[src/mve_pkg.sv]
`default_nettype none
package mve_pkg;

   localparam int unsigned QUEUE_DEPTH = 4;

   // one encoded item: up to nine bytes, first byte in the top lane
   localparam int unsigned ITEM_BYTES = 9;
   localparam int unsigned ITEM_W     = 8 * ITEM_BYTES;
   localparam int unsigned COUNT_W    = 4;

   typedef enum logic [3:0] {
      ACT_NIL     = 4'd0,
      ACT_TRUE    = 4'd1,
      ACT_FALSE   = 4'd2,
      ACT_SINT    = 4'd3,
      ACT_UINT    = 4'd4,
      ACT_F32     = 4'd5,
      ACT_F64     = 4'd6,
      ACT_STR     = 4'd7,
      ACT_BIN     = 4'd8,
      ACT_MAP     = 4'd9,
      ACT_ARRAY   = 4'd10,
      ACT_PAYLOAD = 4'd11
   } action_type;

   localparam logic [7:0] TAG_NIL    = 8'hC0;
   localparam logic [7:0] TAG_FALSE  = 8'hC2;
   localparam logic [7:0] TAG_TRUE   = 8'hC3;
   localparam logic [7:0] TAG_BIN8   = 8'hC4;
   localparam logic [7:0] TAG_BIN16  = 8'hC5;
   localparam logic [7:0] TAG_BIN32  = 8'hC6;
   localparam logic [7:0] TAG_F32    = 8'hCA;
   localparam logic [7:0] TAG_F64    = 8'hCB;
   localparam logic [7:0] TAG_U8     = 8'hCC;
   localparam logic [7:0] TAG_U16    = 8'hCD;
   localparam logic [7:0] TAG_U32    = 8'hCE;
   localparam logic [7:0] TAG_U64    = 8'hCF;
   localparam logic [7:0] TAG_I8     = 8'hD0;
   localparam logic [7:0] TAG_I16    = 8'hD1;
   localparam logic [7:0] TAG_I32    = 8'hD2;
   localparam logic [7:0] TAG_I64    = 8'hD3;
   localparam logic [7:0] TAG_STR8   = 8'hD9;
   localparam logic [7:0] TAG_STR16  = 8'hDA;
   localparam logic [7:0] TAG_STR32  = 8'hDB;
   localparam logic [7:0] TAG_ARR16  = 8'hDC;
   localparam logic [7:0] TAG_ARR32  = 8'hDD;
   localparam logic [7:0] TAG_MAP16  = 8'hDE;
   localparam logic [7:0] TAG_MAP32  = 8'hDF;
   localparam logic [7:0] TAG_FIXMAP = 8'h80;
   localparam logic [7:0] TAG_FIXARR = 8'h90;
   localparam logic [7:0] TAG_FIXSTR = 8'hA0;

   typedef struct packed {
      logic [ITEM_W-1:0]  bytes;
      logic [COUNT_W-1:0] count;
   } entry_type;

endpackage
`default_nettype wire

[src/mve_front.sv]
`default_nettype none
module mve_front (
   input  wire logic [3:0]        action,
   input  wire logic [63:0]       value,
   input  wire logic [31:0]       length,
   input  wire logic [7:0]        payload_byte,
   output logic                   entry_valid,
   output mve_pkg::entry_type     entry
);

   logic [7:0]  tag;
   logic [3:0]  nbytes;
   logic [63:0] data;
   logic [63:0] aligned;
   logic [7:0]  uint_tag;
   logic [3:0]  uint_nbytes;

   // smallest unsigned form, shared by uint and non-negative sint
   always_comb begin
      if (value[63:7] == 57'd0) begin
         uint_tag    = value[7:0];
         uint_nbytes = 4'd0;
      end else if (value[63:8] == 56'd0) begin
         uint_tag    = mve_pkg::TAG_U8;
         uint_nbytes = 4'd1;
      end else if (value[63:16] == 48'd0) begin
         uint_tag    = mve_pkg::TAG_U16;
         uint_nbytes = 4'd2;
      end else if (value[63:32] == 32'd0) begin
         uint_tag    = mve_pkg::TAG_U32;
         uint_nbytes = 4'd4;
      end else begin
         uint_tag    = mve_pkg::TAG_U64;
         uint_nbytes = 4'd8;
      end
   end

   always_comb begin
      entry_valid = 1'b1;
      tag         = 8'd0;
      nbytes      = 4'd0;
      data        = value;
      case (mve_pkg::action_type'(action))
         mve_pkg::ACT_NIL:   tag = mve_pkg::TAG_NIL;
         mve_pkg::ACT_TRUE:  tag = mve_pkg::TAG_TRUE;
         mve_pkg::ACT_FALSE: tag = mve_pkg::TAG_FALSE;
         mve_pkg::ACT_SINT: begin
            if (!value[63]) begin
               tag    = uint_tag;
               nbytes = uint_nbytes;
            end else if (&value[63:5]) begin
               tag = value[7:0];
            end else if (&value[63:7]) begin
               tag    = mve_pkg::TAG_I8;
               nbytes = 4'd1;
            end else if (&value[63:15]) begin
               tag    = mve_pkg::TAG_I16;
               nbytes = 4'd2;
            end else if (&value[63:31]) begin
               tag    = mve_pkg::TAG_I32;
               nbytes = 4'd4;
            end else begin
               tag    = mve_pkg::TAG_I64;
               nbytes = 4'd8;
            end
         end
         mve_pkg::ACT_UINT: begin
            tag    = uint_tag;
            nbytes = uint_nbytes;
         end
         mve_pkg::ACT_F32: begin
            tag    = mve_pkg::TAG_F32;
            nbytes = 4'd4;
         end
         mve_pkg::ACT_F64: begin
            tag    = mve_pkg::TAG_F64;
            nbytes = 4'd8;
         end
         mve_pkg::ACT_STR: begin
            data = {32'd0, length};
            if (length[31:5] == 27'd0) begin
               tag = mve_pkg::TAG_FIXSTR | {3'd0, length[4:0]};
            end else if (length[31:8] == 24'd0) begin
               tag    = mve_pkg::TAG_STR8;
               nbytes = 4'd1;
            end else if (length[31:16] == 16'd0) begin
               tag    = mve_pkg::TAG_STR16;
               nbytes = 4'd2;
            end else begin
               tag    = mve_pkg::TAG_STR32;
               nbytes = 4'd4;
            end
         end
         mve_pkg::ACT_BIN: begin
            data = {32'd0, length};
            if (length[31:8] == 24'd0) begin
               tag    = mve_pkg::TAG_BIN8;
               nbytes = 4'd1;
            end else if (length[31:16] == 16'd0) begin
               tag    = mve_pkg::TAG_BIN16;
               nbytes = 4'd2;
            end else begin
               tag    = mve_pkg::TAG_BIN32;
               nbytes = 4'd4;
            end
         end
         mve_pkg::ACT_MAP: begin
            data = {32'd0, length};
            if (length[31:4] == 28'd0) begin
               tag = mve_pkg::TAG_FIXMAP | {4'd0, length[3:0]};
            end else if (length[31:16] == 16'd0) begin
               tag    = mve_pkg::TAG_MAP16;
               nbytes = 4'd2;
            end else begin
               tag    = mve_pkg::TAG_MAP32;
               nbytes = 4'd4;
            end
         end
         mve_pkg::ACT_ARRAY: begin
            data = {32'd0, length};
            if (length[31:4] == 28'd0) begin
               tag = mve_pkg::TAG_FIXARR | {4'd0, length[3:0]};
            end else if (length[31:16] == 16'd0) begin
               tag    = mve_pkg::TAG_ARR16;
               nbytes = 4'd2;
            end else begin
               tag    = mve_pkg::TAG_ARR32;
               nbytes = 4'd4;
            end
         end
         mve_pkg::ACT_PAYLOAD: tag = payload_byte;
         default: entry_valid = 1'b0;
      endcase
   end

   // move the data bytes up so they follow the tag, big-endian
   always_comb begin
      case (nbytes)
         4'd0:    aligned = 64'd0;
         4'd1:    aligned = {data[7:0], 56'd0};
         4'd2:    aligned = {data[15:0], 48'd0};
         4'd4:    aligned = {data[31:0], 32'd0};
         default: aligned = data;
      endcase
   end

   assign entry.bytes = {tag, aligned};
   assign entry.count = nbytes + 4'd1;

endmodule
`default_nettype wire

[src/mve_queue.sv]
`default_nettype none
module mve_queue #(
   parameter int unsigned DEPTH = mve_pkg::QUEUE_DEPTH
) (
   input  wire logic               clock,
   input  wire logic               reset,
   input  wire logic               wr_en,
   input  wire mve_pkg::entry_type wr_entry,
   output logic                    full,
   input  wire logic               rd_en,
   output logic                    rd_valid,
   output mve_pkg::entry_type      rd_entry
);

   localparam int unsigned PTR_W = (DEPTH > 1) ? $clog2(DEPTH) : 1;
   localparam int unsigned CNT_W = $clog2(DEPTH + 1);

   mve_pkg::entry_type store_ff [DEPTH];
   logic [PTR_W-1:0] wr_ptr_ff, wr_ptr_in;
   logic [PTR_W-1:0] rd_ptr_ff, rd_ptr_in;
   logic [CNT_W-1:0] count_ff, count_in;
   logic             do_wr, do_rd;

   assign full     = (count_ff == CNT_W'(DEPTH));
   assign rd_valid = (count_ff != '0);
   assign rd_entry = store_ff[rd_ptr_ff];
   assign do_wr    = wr_en && !full;
   assign do_rd    = rd_en && rd_valid;

   always_comb begin
      wr_ptr_in = wr_ptr_ff;
      rd_ptr_in = rd_ptr_ff;
      count_in  = count_ff;
      if (do_wr) begin
         wr_ptr_in = (wr_ptr_ff == PTR_W'(DEPTH - 1)) ? '0 : wr_ptr_ff + 1'b1;
      end
      if (do_rd) begin
         rd_ptr_in = (rd_ptr_ff == PTR_W'(DEPTH - 1)) ? '0 : rd_ptr_ff + 1'b1;
      end
      if (do_wr && !do_rd) begin
         count_in = count_ff + 1'b1;
      end else if (do_rd && !do_wr) begin
         count_in = count_ff - 1'b1;
      end
   end

   always_ff @(posedge clock) begin
      if (reset) begin
         wr_ptr_ff <= '0;
         rd_ptr_ff <= '0;
         count_ff  <= '0;
      end else begin
         wr_ptr_ff <= wr_ptr_in;
         rd_ptr_ff <= rd_ptr_in;
         count_ff  <= count_in;
      end
   end

   always_ff @(posedge clock) begin
      if (do_wr) begin
         store_ff[wr_ptr_ff] <= wr_entry;
      end
   end

endmodule
`default_nettype wire

[src/mve_back.sv]
`default_nettype none
module mve_back (
   input  wire logic               clock,
   input  wire logic               reset,
   input  wire logic               q_valid,
   input  wire mve_pkg::entry_type q_entry,
   output logic                    q_take,
   output logic [7:0]              out_byte,
   output logic                    out_last,
   output logic                    out_empty,
   input  wire logic               out_pop
);

   logic [mve_pkg::ITEM_W-1:0]  cur_bytes_ff, cur_bytes_in;
   logic [mve_pkg::COUNT_W-1:0] cur_count_ff, cur_count_in;
   logic                        cur_valid_ff, cur_valid_in;
   logic [7:0]                  byte_ff, byte_in;
   logic                        last_ff, last_in;
   logic                        out_valid_ff, out_valid_in;
   logic                        out_load, emit, cur_done;

   assign out_load = !out_valid_ff || out_pop;
   assign emit     = cur_valid_ff && out_load;
   assign cur_done = emit && (cur_count_ff == mve_pkg::COUNT_W'(1));
   // the next item moves in as soon as the current one sends its final byte
   assign q_take   = q_valid && (!cur_valid_ff || cur_done);

   always_comb begin
      cur_bytes_in = cur_bytes_ff;
      cur_count_in = cur_count_ff;
      cur_valid_in = cur_valid_ff;
      if (q_take) begin
         cur_bytes_in = q_entry.bytes;
         cur_count_in = q_entry.count;
         cur_valid_in = 1'b1;
      end else if (emit) begin
         cur_bytes_in = {cur_bytes_ff[mve_pkg::ITEM_W-9:0], 8'd0};
         cur_count_in = cur_count_ff - 1'b1;
         cur_valid_in = !cur_done;
      end
   end

   always_comb begin
      byte_in      = byte_ff;
      last_in      = last_ff;
      out_valid_in = out_valid_ff;
      if (emit) begin
         byte_in      = cur_bytes_ff[mve_pkg::ITEM_W-1 -: 8];
         last_in      = (cur_count_ff == mve_pkg::COUNT_W'(1));
         out_valid_in = 1'b1;
      end else if (out_load) begin
         out_valid_in = 1'b0;
      end
   end

   always_ff @(posedge clock) begin
      if (reset) begin
         cur_valid_ff <= 1'b0;
         out_valid_ff <= 1'b0;
      end else begin
         cur_valid_ff <= cur_valid_in;
         out_valid_ff <= out_valid_in;
      end
   end

   always_ff @(posedge clock) begin
      cur_bytes_ff <= cur_bytes_in;
      cur_count_ff <= cur_count_in;
      byte_ff      <= byte_in;
      last_ff      <= last_in;
   end

   assign out_byte  = byte_ff;
   assign out_last  = last_ff;
   assign out_empty = !out_valid_ff;

endmodule
`default_nettype wire

[src/msgpack_value_encoder_top.sv]
// MessagePack value encoder.
// Input side is a queue write port: drive req_action/req_value/req_length/
// req_payload_byte with push; the word is taken at a clock edge with push
// high and full low. Unused action codes are taken and produce nothing.
// Output side is a queue read port: while empty is low, rsp_out_byte and
// rsp_last show the next encoded byte; pop takes it. Each input word gives
// 1 to 9 bytes, most significant first, with rsp_last on the final one.
// The first byte of a word is classified and written into the queue at the
// edge that takes it, then moves from the queue into the serializer, then
// from the serializer into the output register. Throughput: one output
// byte per cycle while pop is not held off, set by the single-byte
// serializer, so single-byte words (payload, fixint, nil) stream at one
// word per cycle and a word of n bytes occupies the back end until all
// n bytes are sent. The front keeps accepting into a QUEUE_DEPTH entry
// queue while the back end is busy; full rises when the queue fills.
// When the receiver holds off pop, the output byte holds, the serializer
// and queue fill and full then stalls the sender. Reset (synchronous)
// empties the queue, serializer and output register.
`default_nettype none
module msgpack_value_encoder_top #(
   parameter int unsigned QUEUE_DEPTH = mve_pkg::QUEUE_DEPTH
) (
   input  wire logic        clock,
   input  wire logic        reset,
   input  wire logic [3:0]  req_action,
   input  wire logic [63:0] req_value,
   input  wire logic [31:0] req_length,
   input  wire logic [7:0]  req_payload_byte,
   input  wire logic        push,
   output logic             full,
   output logic [7:0]       rsp_out_byte,
   output logic             rsp_last,
   output logic             empty,
   input  wire logic        pop
);

   mve_pkg::entry_type front_entry;
   mve_pkg::entry_type q_entry;
   logic               front_valid;
   logic               q_valid;
   logic               q_take;

   mve_front u_front (
      .action       (req_action),
      .value        (req_value),
      .length       (req_length),
      .payload_byte (req_payload_byte),
      .entry_valid  (front_valid),
      .entry        (front_entry)
   );

   mve_queue #(
      .DEPTH (QUEUE_DEPTH)
   ) u_queue (
      .clock    (clock),
      .reset    (reset),
      .wr_en    (push && front_valid),
      .wr_entry (front_entry),
      .full     (full),
      .rd_en    (q_take),
      .rd_valid (q_valid),
      .rd_entry (q_entry)
   );

   mve_back u_back (
      .clock     (clock),
      .reset     (reset),
      .q_valid   (q_valid),
      .q_entry   (q_entry),
      .q_take    (q_take),
      .out_byte  (rsp_out_byte),
      .out_last  (rsp_last),
      .out_empty (empty),
      .out_pop   (pop)
   );

endmodule
`default_nettype wire

[config.mk]
export PLATFORM = sky130hd
export DESIGN_NAME = msgpack_value_encoder_top
export DESIGN_NICKNAME = d
export VERILOG_FILES = /design/src/mve_pkg.sv /design/src/mve_front.sv /design/src/mve_queue.sv /design/src/mve_back.sv /design/src/msgpack_value_encoder_top.sv
export SDC_FILE = /design/constraint.sdc
export NUM_CORES = 1
export LEC_CHECK = 0
export ABC_AREA = 1
export BUFFER_PORTS_ARGS = -buffer_cell sky130_fd_sc_hd__buf_2
export CAP_MARGIN = 20
export CORE_UTILIZATION = 50
export DETAILED_ROUTE_END_ITERATION = 8
export PLACE_DENSITY = 0.68
export SYNTH_ARGS = -nofsm -noshare
export SYNTH_HDL_FRONTEND = slang
export SYNTH_SLANG_ARGS = --single-unit
[constraint.sdc]
create_clock -name clock -period 9.85 [get_ports clock]
set_input_delay 0.985 -clock clock [delete_from_list [all_inputs] [get_ports clock]]
set_output_delay 0.985 -clock clock [all_outputs]
set_load 0.005 [all_outputs]
# Yosys cells after proc, flatten, opt, wreduce, memory -nomap -nowiden

Memory sizes are Yosys's and may differ from the RTL's. A register that Yosys moved wholly into a read port is not among the register bits.
Index checks and enable logic that the tools add are counted.
W data, S select, Z words.

Output and inout bits: 11
Logic and storage cells: 123
Flip-flop bits (word level): 94
Bits of input ports: 112
Memory bits (writable): 304
Memories kept: 1

Equal/unequal tests: 18
Reduce and logical (&&, ||, !) cells: 37
Add/subtract/negate cells: 6
Mux-type cells: 52

Memory list:

| name             | depth | width | rd ports | clocked after Yosys merged registers in | wr ports | line            | RTL |
|---|---|---|---|---|---|---|---|
| u_queue.store_ff | 4     | 76    | 1        | 1                                       | 1        | mve_queue.sv:18 | `mve_pkg::entry_type store_ff [DEPTH];` |

Operators with widths:

| cell                 | number |
|---|---|
| $pmux W64 S4         | 1 |
| $mux W72             | 2 |
| $mux W8              | 12 |
| $pmux W8 S12         | 1 |
| $mux W64             | 1 |
| $reduce_and A59 Y1   | 1 |
| $logic_not A57 Y1    | 1 |
| $reduce_and A57 Y1   | 1 |
| $logic_not A56 Y1    | 1 |
| $mux W4              | 14 |
| $reduce_and A49 Y1   | 1 |
| $logic_not A48 Y1    | 1 |
| $reduce_and A33 Y1   | 1 |
| $logic_not A32 Y1    | 1 |
| $logic_not A28 Y1    | 1 |
| $pmux W4 S7          | 1 |
| $logic_not A27 Y1    | 1 |
| $logic_not A24 Y1    | 1 |
| $eq A4 B3 Y1 const B | 5 |
| $eq A4 B4 Y1 const B | 4 |
| $logic_not A16 Y1    | 1 |
| $eq A4 B1 Y1 const B | 3 |
| $eq A4 B2 Y1 const B | 3 |
| $mux W1              | 12 |
| other kinds (18)     | 42 |

# Depth between registers and ports, before layout

Gate-level depths: netlist (run 1).

Depth in word-level cells: 10
Depth in mapped cells: 20
Gate-level depth less buffers: 17

# Cells and area by module

A second synthesis (run 1) with hierarchy kept.

Cell total of the unflattened synthesis: 1803
Area total of the unflattened synthesis: 18597.8 um^2

By module, submodules not included:

| module                    | seq. area each (um^2) | times used | cells each | area an instance (um^2) |
|---|---|---|---|---|
| mve_queue                 | 9308.9                | 1          | 805        | 11891.4 |
| mve_back                  | 2592.5                | 1          | 358        | 3777.4 |
| mve_front                 | 0.0                   | 1          | 638        | 2921.6 |
| msgpack_value_encoder_top | 0.0                   | 1          | 2          | 7.5 |

# Worst setup path after synthesis (run 1)

Ideal clock, no wire load.

Path kind: register to register
Start point: register u_queue.count_ff[0]
End point: register u_back.cur_bytes_ff[0] in the netlist's numbering (enable)
Required time: 9.235 ns
Cell stages (with the launch flop): 5
Buffers on the path: 0
Library setup time: 0.615 ns
Path slack: 3.343 ns
Arrival time: 5.892 ns
Clock period less this slack: 6.507 ns
Cells stage by stage: dfxtp_1 > nor2_1 > nand2_1 > inv_1 > o21ai_0

Word-level cells in the longest chain between the ends: 3

Ends and longest elaborated chain:

| what                                | line            | RTL |
|---|---|---|
| start: declaration                  | mve_queue.sv:21 | `logic [CNT_W-1:0] count_ff, count_in;` |
| start signal: assignment            | mve_queue.sv:55 | `count_ff <= count_in;` |
| $reduce_bool A3 Y1                  | mve_queue.sv:25 | `assign rd_valid = (count_ff != '0);` |
| $logic_and A1 B1 Y1                 | mve_back.sv:26  | `assign q_take = q_valid && (!cur_valid_ff \|\| cur_done);` |
| $reduce_bool A2 Y1 (no source line) | n/a             |  |
| end signal: assignment              | mve_back.sv:67  | `cur_bytes_ff <= cur_bytes_in;` |
| end: declaration                    | mve_back.sv:14  | `logic [mve_pkg::ITEM_W-1:0] cur_bytes_ff, cur_bytes_in;` |

No other way between the ends.
A chain may end at the register's enable or synchronous reset.

==> run_results.csv, run 1 <==
group,metric,value,unit
place,port_buffers,122,
critical_path,critPathBufInv,3,
drt,drc,0,
place,dp_hpwl,30.8,mm
critical_path,path_delay_family,"simple AND/OR/NAND/NOR gates",
sta,fin_worst_skew,0.0186,ns
logic_synthesis,synth_adder_area_share,0.934,%
logic_synthesis,synth_top_family_by_area,"simple AND/OR/NAND/NOR gates",
finish,final_common_cell,"nor2_1",
critical_path,crit_type,"input pin to flop",
finish,drive_above_1_share,12.9,%
floorplan,die_h,193,um
logic_synthesis,synth_seq_area_share,65.4,%
global_routing,antenna_found_initial,3,
finish,nets,2011,
critical_path,critPathArrivalTime,4.51,ns
logic_synthesis,avgSynthCellArea,10.2,um2
drt,vias_per_cell,5.63,
sta,period_minus_slack,4.30,ns
logic_synthesis,synth-compound-area-share,9.76,%
drt,num_vias,13400,
logic_synthesis,ys.flop_type,"edfxtp_1",
logic_synthesis,async_reset_ff_share,0,%
drt,drt_iter0_drc,1281,
critical_path,r2r_slack,6.52,ns
power,p_leak,7.59,nW
clocking,root_buffer,"clkbuf_16",
critical_path,worstPathCellList,"buf_2 -> or2_2 -> nor2_1 -> nand3b_1 -> nor2_1 -> inv_1 -> nand2_1 -> nand2_1 -> nand2_1 -> o21ai_0 -> nor2_1 -> ha_1 -> or3_1 -> nand3_4 -> nand2_2 -> buf_4 -> o22ai_1",
floorplan,rows,69,
logic_synthesis,synth-warning-count,0,
finish,final_area,0.0205,mm2
floorplan,start_util,50.9,%
sta,hold_violations,0,
sta,relSlewSlack,27.0,%
clocking,cts_tree,"yes",
floorplan,die_w,193,um
logic_synthesis,synthXorXnorAreaFrac,0.192,%
global_routing,grt_pass1_vias,12600,
global_routing,grt.overflow.total,0,
sta,rsz0062_at_grt,"no",
critical_path,crit_required,10.06,ns
clocking,holdBufCountCts,0,
floorplan,core,0.0357,mm2
logic_synthesis,synth_nets,1919,
sta,setup_viol,0,
drt,drt_wl_total,48.0,mm
sta,slew_viol_final,0,
floorplan,ios,123,
drt,post_drt_wl_per_cell,20.2,um
clocking,clk_path_buf_depth,3,
sta,fmax,0.232,GHz
logic_synthesis,syn_area,0.0182,mm2
critical_path,regToRegEndpoint,"u_back.cur_count_ff[0]",
global_routing,grt_usage,26.3,%
hold_path,min_path_type,"flop to flop",
clocking,post_cts_buffers,0,
finish,seq_area,0.0119,mm2
finish,area_growth,12.4,%
clocking,cts_buffers,40,
place,placed_cell_area,0.0192,mm2
critical_path,crit_path_start_kind,"input pin",
clocking,h-tree-depth,2,
critical_path,rr_worst_depth,6,
global_routing,grt_pass1_wl,72.6,mm
critical_path,critPathCaptureType,"flop",
clocking,clk_latency,0.54,ns
drt,firstDrtPassIters,6,
critical_path,cp_max_fo,48,
power,irDropWorstVdd,0.000188,V
outcome,status,"completed",
hold_path,min_to,"u_back.out_byte[4]",
sta,worstMarginPinSlew,1.08,ns
critical_path,worst_path_max_delay_cell,"buf_4",
clocking,cts_resized,0,
logic_synthesis,muxShareOfSynthArea,0.0550,%
power,power.total,0.00546,W
logic_synthesis,ys_types,48,
drt,ant_nets,0,
finish,multi_input_area,0.00550,mm2
finish,layout_common_cells,"nor2_1 (501), edfxtp_1 (389), nand2_1 (198), o21ai_0 (196), buf_2 (122)",
clocking,clock_sinks,400,
clocking,path_clk_slew,0.06,ns
hold_path,hp-start,"u_back.cur_bytes_ff[68]",
job,cap_violations,0,
hold_path,min_path_cells,0,
floorplan,dieArea,0.0372,mm2
logic_synthesis,synth_edf_count,389,
power,p_per_area,267,mW/mm2
critical_path,critPathMaxStageDelay,0.57,ns
logic_synthesis,ys_ff_latch,400,
place,gp_congestion,0.940,
finish,fillers,3052,
global_routing,grt_max_degree,95,
logic_synthesis,yosys.area_share.simple,19.0,%
sta,finalSetupTns,0,ns
sta,fin_crit_sh,43.7,%
logic_synthesis,synthCells,1794,
## worst max-delay path by stage
stage	start	to	slack, ns	cells after the start
CTS	req_length[25]	u_queue.store_ff[1][48]	5.65	17
finish	req_length[25]	u_queue.store_ff[1][48]	5.55	17
detailed placement	req_length[25]	u_queue.store_ff[0][48]	5.11	17
global placement	req_length[25]	u_queue.store_ff[0][46]	5.21	17
floorplan	u_queue.count_ff[0]	u_back.cur_bytes_ff[0]	3.34	4
global route	req_length[14]	u_queue.store_ff[1][48]	5.33	18
## synth_stat cells, types with 2 or more instances
library cell  count  share of area (%)
edfxtp_1        389                 64
a21oi_1          20               0.55
inv_2            10               0.21
inv_1           116                2.4
nor3_1           11               0.30
o31ai_1           2              0.082
dfxtp_1          11                1.2
nand2_1         198                4.1
or2_2             5               0.17
nand2_4           3               0.19
nor2_1          505                 10
o2111ai_1         3               0.14
nand4_1          30                1.0
nor4_1            2              0.069
nand3_2           2               0.11
a221oi_1          3               0.14
and2_1            2              0.069
nand2_2           3               0.10
xor2_1            3               0.14
o22ai_1          20               0.69
buf_2            14               0.38
nand3_1          55                1.5
a211oi_1          3               0.12
clkbuf_1         65                1.3
buf_6             3               0.19
buf_4             2              0.082
buf_1             4              0.082
nor2_4            2               0.12
o21ai_1           3              0.082
o21ai_0         197                5.4
a31oi_1          64                2.2
ha_1             12               0.82
o211ai_1          2              0.082
nor2_2           16               0.55
## state kept, by name, summed over array words and instances, names as in the netlist, named ones only
register and flops:
u_queue.store_ff 304, u_back.out_valid_ff 1, u_queue.count_ff 3, u_back.out_last 1, u_back.cur_count_ff 4, u_back.out_byte 8
u_queue.wr_ptr_ff 2, u_back.cur_bytes_ff 72, u_back.cur_valid_ff 1, u_queue.rd_ptr_ff 2
## report_power, final
part           switching [W]  internal [W]  leakage [nW]  total (W)
logic                0.00107      0.000417          3.24    0.00149
registers           0.000153       0.00235          3.73    0.00250
clock network       0.000611      0.000857         0.620    0.00147
total                0.00184       0.00362          7.59    0.00546
## cell families (layout without fill, tap and decap cells)
| kind of cell | Yosys count | after routing |
|---|---|---|
| AO/OA/AOI/OAI | 322 | 322 |
| XOR/XNOR | 4 | 4 |
| adder cells (fa/ha/maj) | 13 | 13 |
| buffers and inverters | 214 | 334 |
| flip-flops | 400 | 400 |
| multiplexers | 1 | 1 |
| other | 0 | 2 |
| AND/OR/NAND/NOR | 840 | 840 |
## area by class of cell
cell class	instances	area share (%)
diodes	2	0.0245
clock buffers	49	5.26
multi-input cells	1180	26.9
inverters	126	2.33
flip-flops and latches	400	58.2
well taps	461	2.82
repair buffers	138	3.57
clock inverters	21	0.935
## stage by stage
step | setup slack, ns | utilization (%) | hold WS (ns) | std cells
6_report | 5.55 | 57.3 | 0.423 | 2377
5_1_grt | 5.33 | 57.2 | 0.431 | 2375
4_1_cts | 5.65 | 57.2 | 0.421 | 2374
3_5_place_dp | 5.11 | 53.7 | 0.407 | 2304
3_3_place_gp | 5.21 | 53.7 | 0.404 | 2304
2_1_floorplan | 3.34 | - | 0.400 | 1794
## layer usage
layer  vias to the layer above  global-route usage, %  share of wire, %
li1                       6383                      -                 -
met1                      6348                   36.1                43
met2                       576                   41.7                47
met3                        81                   5.46               8.0
met4                         2                   8.60               2.5
met5                         -                      0             0.025
Power figures use the tool's default switching activity.
==> run 2: changes to the inputs <==
Clock period 9.85 ns to 4.4 ns, I/O delays scaled along.
==> run 2 against run 1 <==
  * Setup slack got worse by 5.0 ns
  * Clock power increased by 130%
  * Final cell count increased by 1.4%
  * Global-route usage decreased by 0.33 points
  * Clock skew about the same
  * Die area unchanged
  * Sequential share of layout area decreased by 1.0 points
==> run_results.csv, run 2 (synthesis gave the netlist of run 1 again) <==
group,metric,value,unit
outcome,status,"completed",
clocking,cts_buffers,41,
drt,num_vias,13500,
critical_path,critPathBufInv,4,
hold_path,min_path_cells,2,
clocking,clk_latency,0.54,ns
sta,finalSetupTns,0,ns
finish,fin_util,58.3,%
floorplan,dieArea,0.0372,mm2
critical_path,crit_path_start_kind,"input pin",
critical_path,timing.rr.start,"u_back.cur_count_ff[1]",
finish,fillers,3022,
sta,rsz0062_at_grt,"no",
finish,nets,2042,
clocking,h-tree-depth,2,
floorplan,die_h,193,um
sta,worst_slack,0.592,ns
power,irDropWorstVdd,0.000416,V
global_routing,grt_pass1_wl,72.1,mm
sta,fin_crit_sh,86.5,%
drt,firstDrtPassIters,6,
global_routing,grt-busiest-layer,"met2",
finish,area_growth,14.3,%
critical_path,critPathCaptureType,"flop",
clocking,cts_tree,"yes",
critical_path,crit_required,4.72,ns
place,placed_cell_area,0.0195,mm2
drt,drt_iter0_drc,1459,
drt,vias_per_cell,5.62,
finish,final_area,0.0208,mm2
floorplan,rows,69,
global_routing,use_met1,36.5,%
power,p_leak,7.79,nW
critical_path,crit_start,"req_length[25]",
global_routing,met2_usage,41.0,%
critical_path,rr_worst_depth,12,
place,gp_congestion,0.921,
clocking,root_buffer,"clkbuf_16",
clocking,path_clk_slew,0.06,ns
drt,drc,0,
drt,drt_wl_total,47.6,mm
sta,hold_violations,0,
clocking,post_cts_buffers,0,
critical_path,worst_path_max_delay_cell,"nor2_1",
drt,ant_nets,0,
global_routing,grt_pass1_vias,12700,
sta,setup_viol,0,
critical_path,critPathArrivalTime,4.13,ns
sta,worstMarginPinSlew,1.02,ns
global_routing,grt_max_degree,127,
critical_path,cp-endpoint,"u_queue.store_ff[2][38]",
critical_path,crit_type,"input pin to flop",
sta,fmax,0.263,GHz
critical_path,worstPathCellList,"buf_2 -> or2_2 -> nor2_1 -> nand3b_1 -> nor2_1 -> inv_1 -> nand2_1 -> nand2_1 -> nand2_1 -> o21ai_0 -> nor2_1 -> inv_1 -> ha_1 -> or3_1 -> nand3_4 -> nand2_2 -> buf_4 -> o22ai_1",
global_routing,grt_usage,26.0,%
sta,period_minus_slack,3.81,ns
hold_path,min_path_type,"input pin to flop",
clocking,holdBufCountCts,0,
floorplan,core,0.0357,mm2
critical_path,regToRegEndpoint,"u_back.cur_bytes_ff[48]",
critical_path,cp_max_fo,25,
sta,fin_worst_skew,0.0190,ns
finish,diodes,0,
job,cap_violations,0,
finish,layout.cells.non_filler,2410,
global_routing,antenna_found_initial,2,
floorplan,ios,123,
clocking,clk_path_buf_depth,3,
finish,largest_reg_flops,304,
power,p_per_area,594,mW/mm2
critical_path,path_delay_family,"simple AND/OR/NAND/NOR gates",
floorplan,start_util,50.9,%
finish,drive_above_1_share,14.5,%
finish,final_common_cell,"nor2_1",
place,post-place-ws,0.136,ns
floorplan,die_w,193,um
global_routing,grt.overflow.total,0,
place,dp_cells,2333,
finish,largest-register,"u_queue.store_ff",
drt,post_drt_wl_per_cell,19.8,um
finish,layout_common_cells,"nor2_1 (501), edfxtp_1 (389), nand2_1 (198), o21ai_0 (196), buf_2 (122)",
critical_path,r2r_slack,1.72,ns
sta,slew_viol_final,0,
sta,relSlewSlack,31.8,%
place,port_buffers,122,
critical_path,cp.depth,18,
clocking,clock_sinks,400,
place,dp_hpwl,31.7,mm
clocking,cts_resized,0,
global_routing,met3_usage,4.22,%
critical_path,critPathMaxStageDelay,0.42,ns
run 2: changes by cell type in the layout (fill, tap and decap cells not counted), moves of 2 or more:
cell        previous run  this run
clkinv_2               7        10
buf_4                 16        39
diode_2                2         0
clkinvlp_4             1         4
buf_12                 0         6
run 2: final cells by class:
| class | instances | area (um2) | area share, % |
|---|---|---|---|
| Inverter | 126 | 477 | 2.29 |
| Sequential cell | 400 | 11900 | 57.2 |
| Tap cell | 461 | 577 | 2.77 |
| Timing Repair Buffer | 168 | 1050 | 5.05 |
| Clock inverter | 26 | 213 | 1.02 |
| Clock buffer | 49 | 1100 | 5.28 |
| Multi-Input combinational cell | 1180 | 5500 | 26.4 |
run 2: worst min-delay path by stage:
stage / startpoint / to / slack, ns
3_5_place_dp: u_back.cur_bytes_ff[67] / u_back.out_byte[3] / 0.40
4_1_cts: reset / u_back.cur_valid_ff / 0.13
6_report: reset / u_back.out_valid_ff / 0.15
3_3_place_gp: u_back.cur_bytes_ff[69] / u_back.out_byte[5] / 0.40
2_1_floorplan: u_back.cur_bytes_ff[64] / u_back.out_byte[0] / 0.40
5_1_grt: reset / u_queue.count_ff[0] / 0.14
run 2: report_power, final:
part / switching, W / total (W) / internal, W
Combinational: 0.00249 / 0.00353 / 0.00104
Sequential: 0.000244 / 0.00549 / 0.00525
Clock: 0.00138 / 0.00335 / 0.00196
run 2: per-layer routing:
layer  part of all wire (%)  up-vias  routed length [um]
li1                       -     6452                   -
met1                     42     6382               20200
met2                     46      621               22200
met3                    8.3       84                3980
met4                    2.7        0                1300
met5                      0        -                   0
run 2: through the flow:
| step | total power (W) | hold slack (ns) |
|---|---|---|
| 2_1_floorplan | 0.00786 | 0.400 |
| 3_3_place_gp | 0.00895 | 0.401 |
| 3_5_place_dp | 0.00906 | 0.405 |
| 4_1_cts | 0.0124 | 0.134 |
| 5_1_grt | 0.0130 | 0.143 |
| 6_report | 0.0124 | 0.153 |
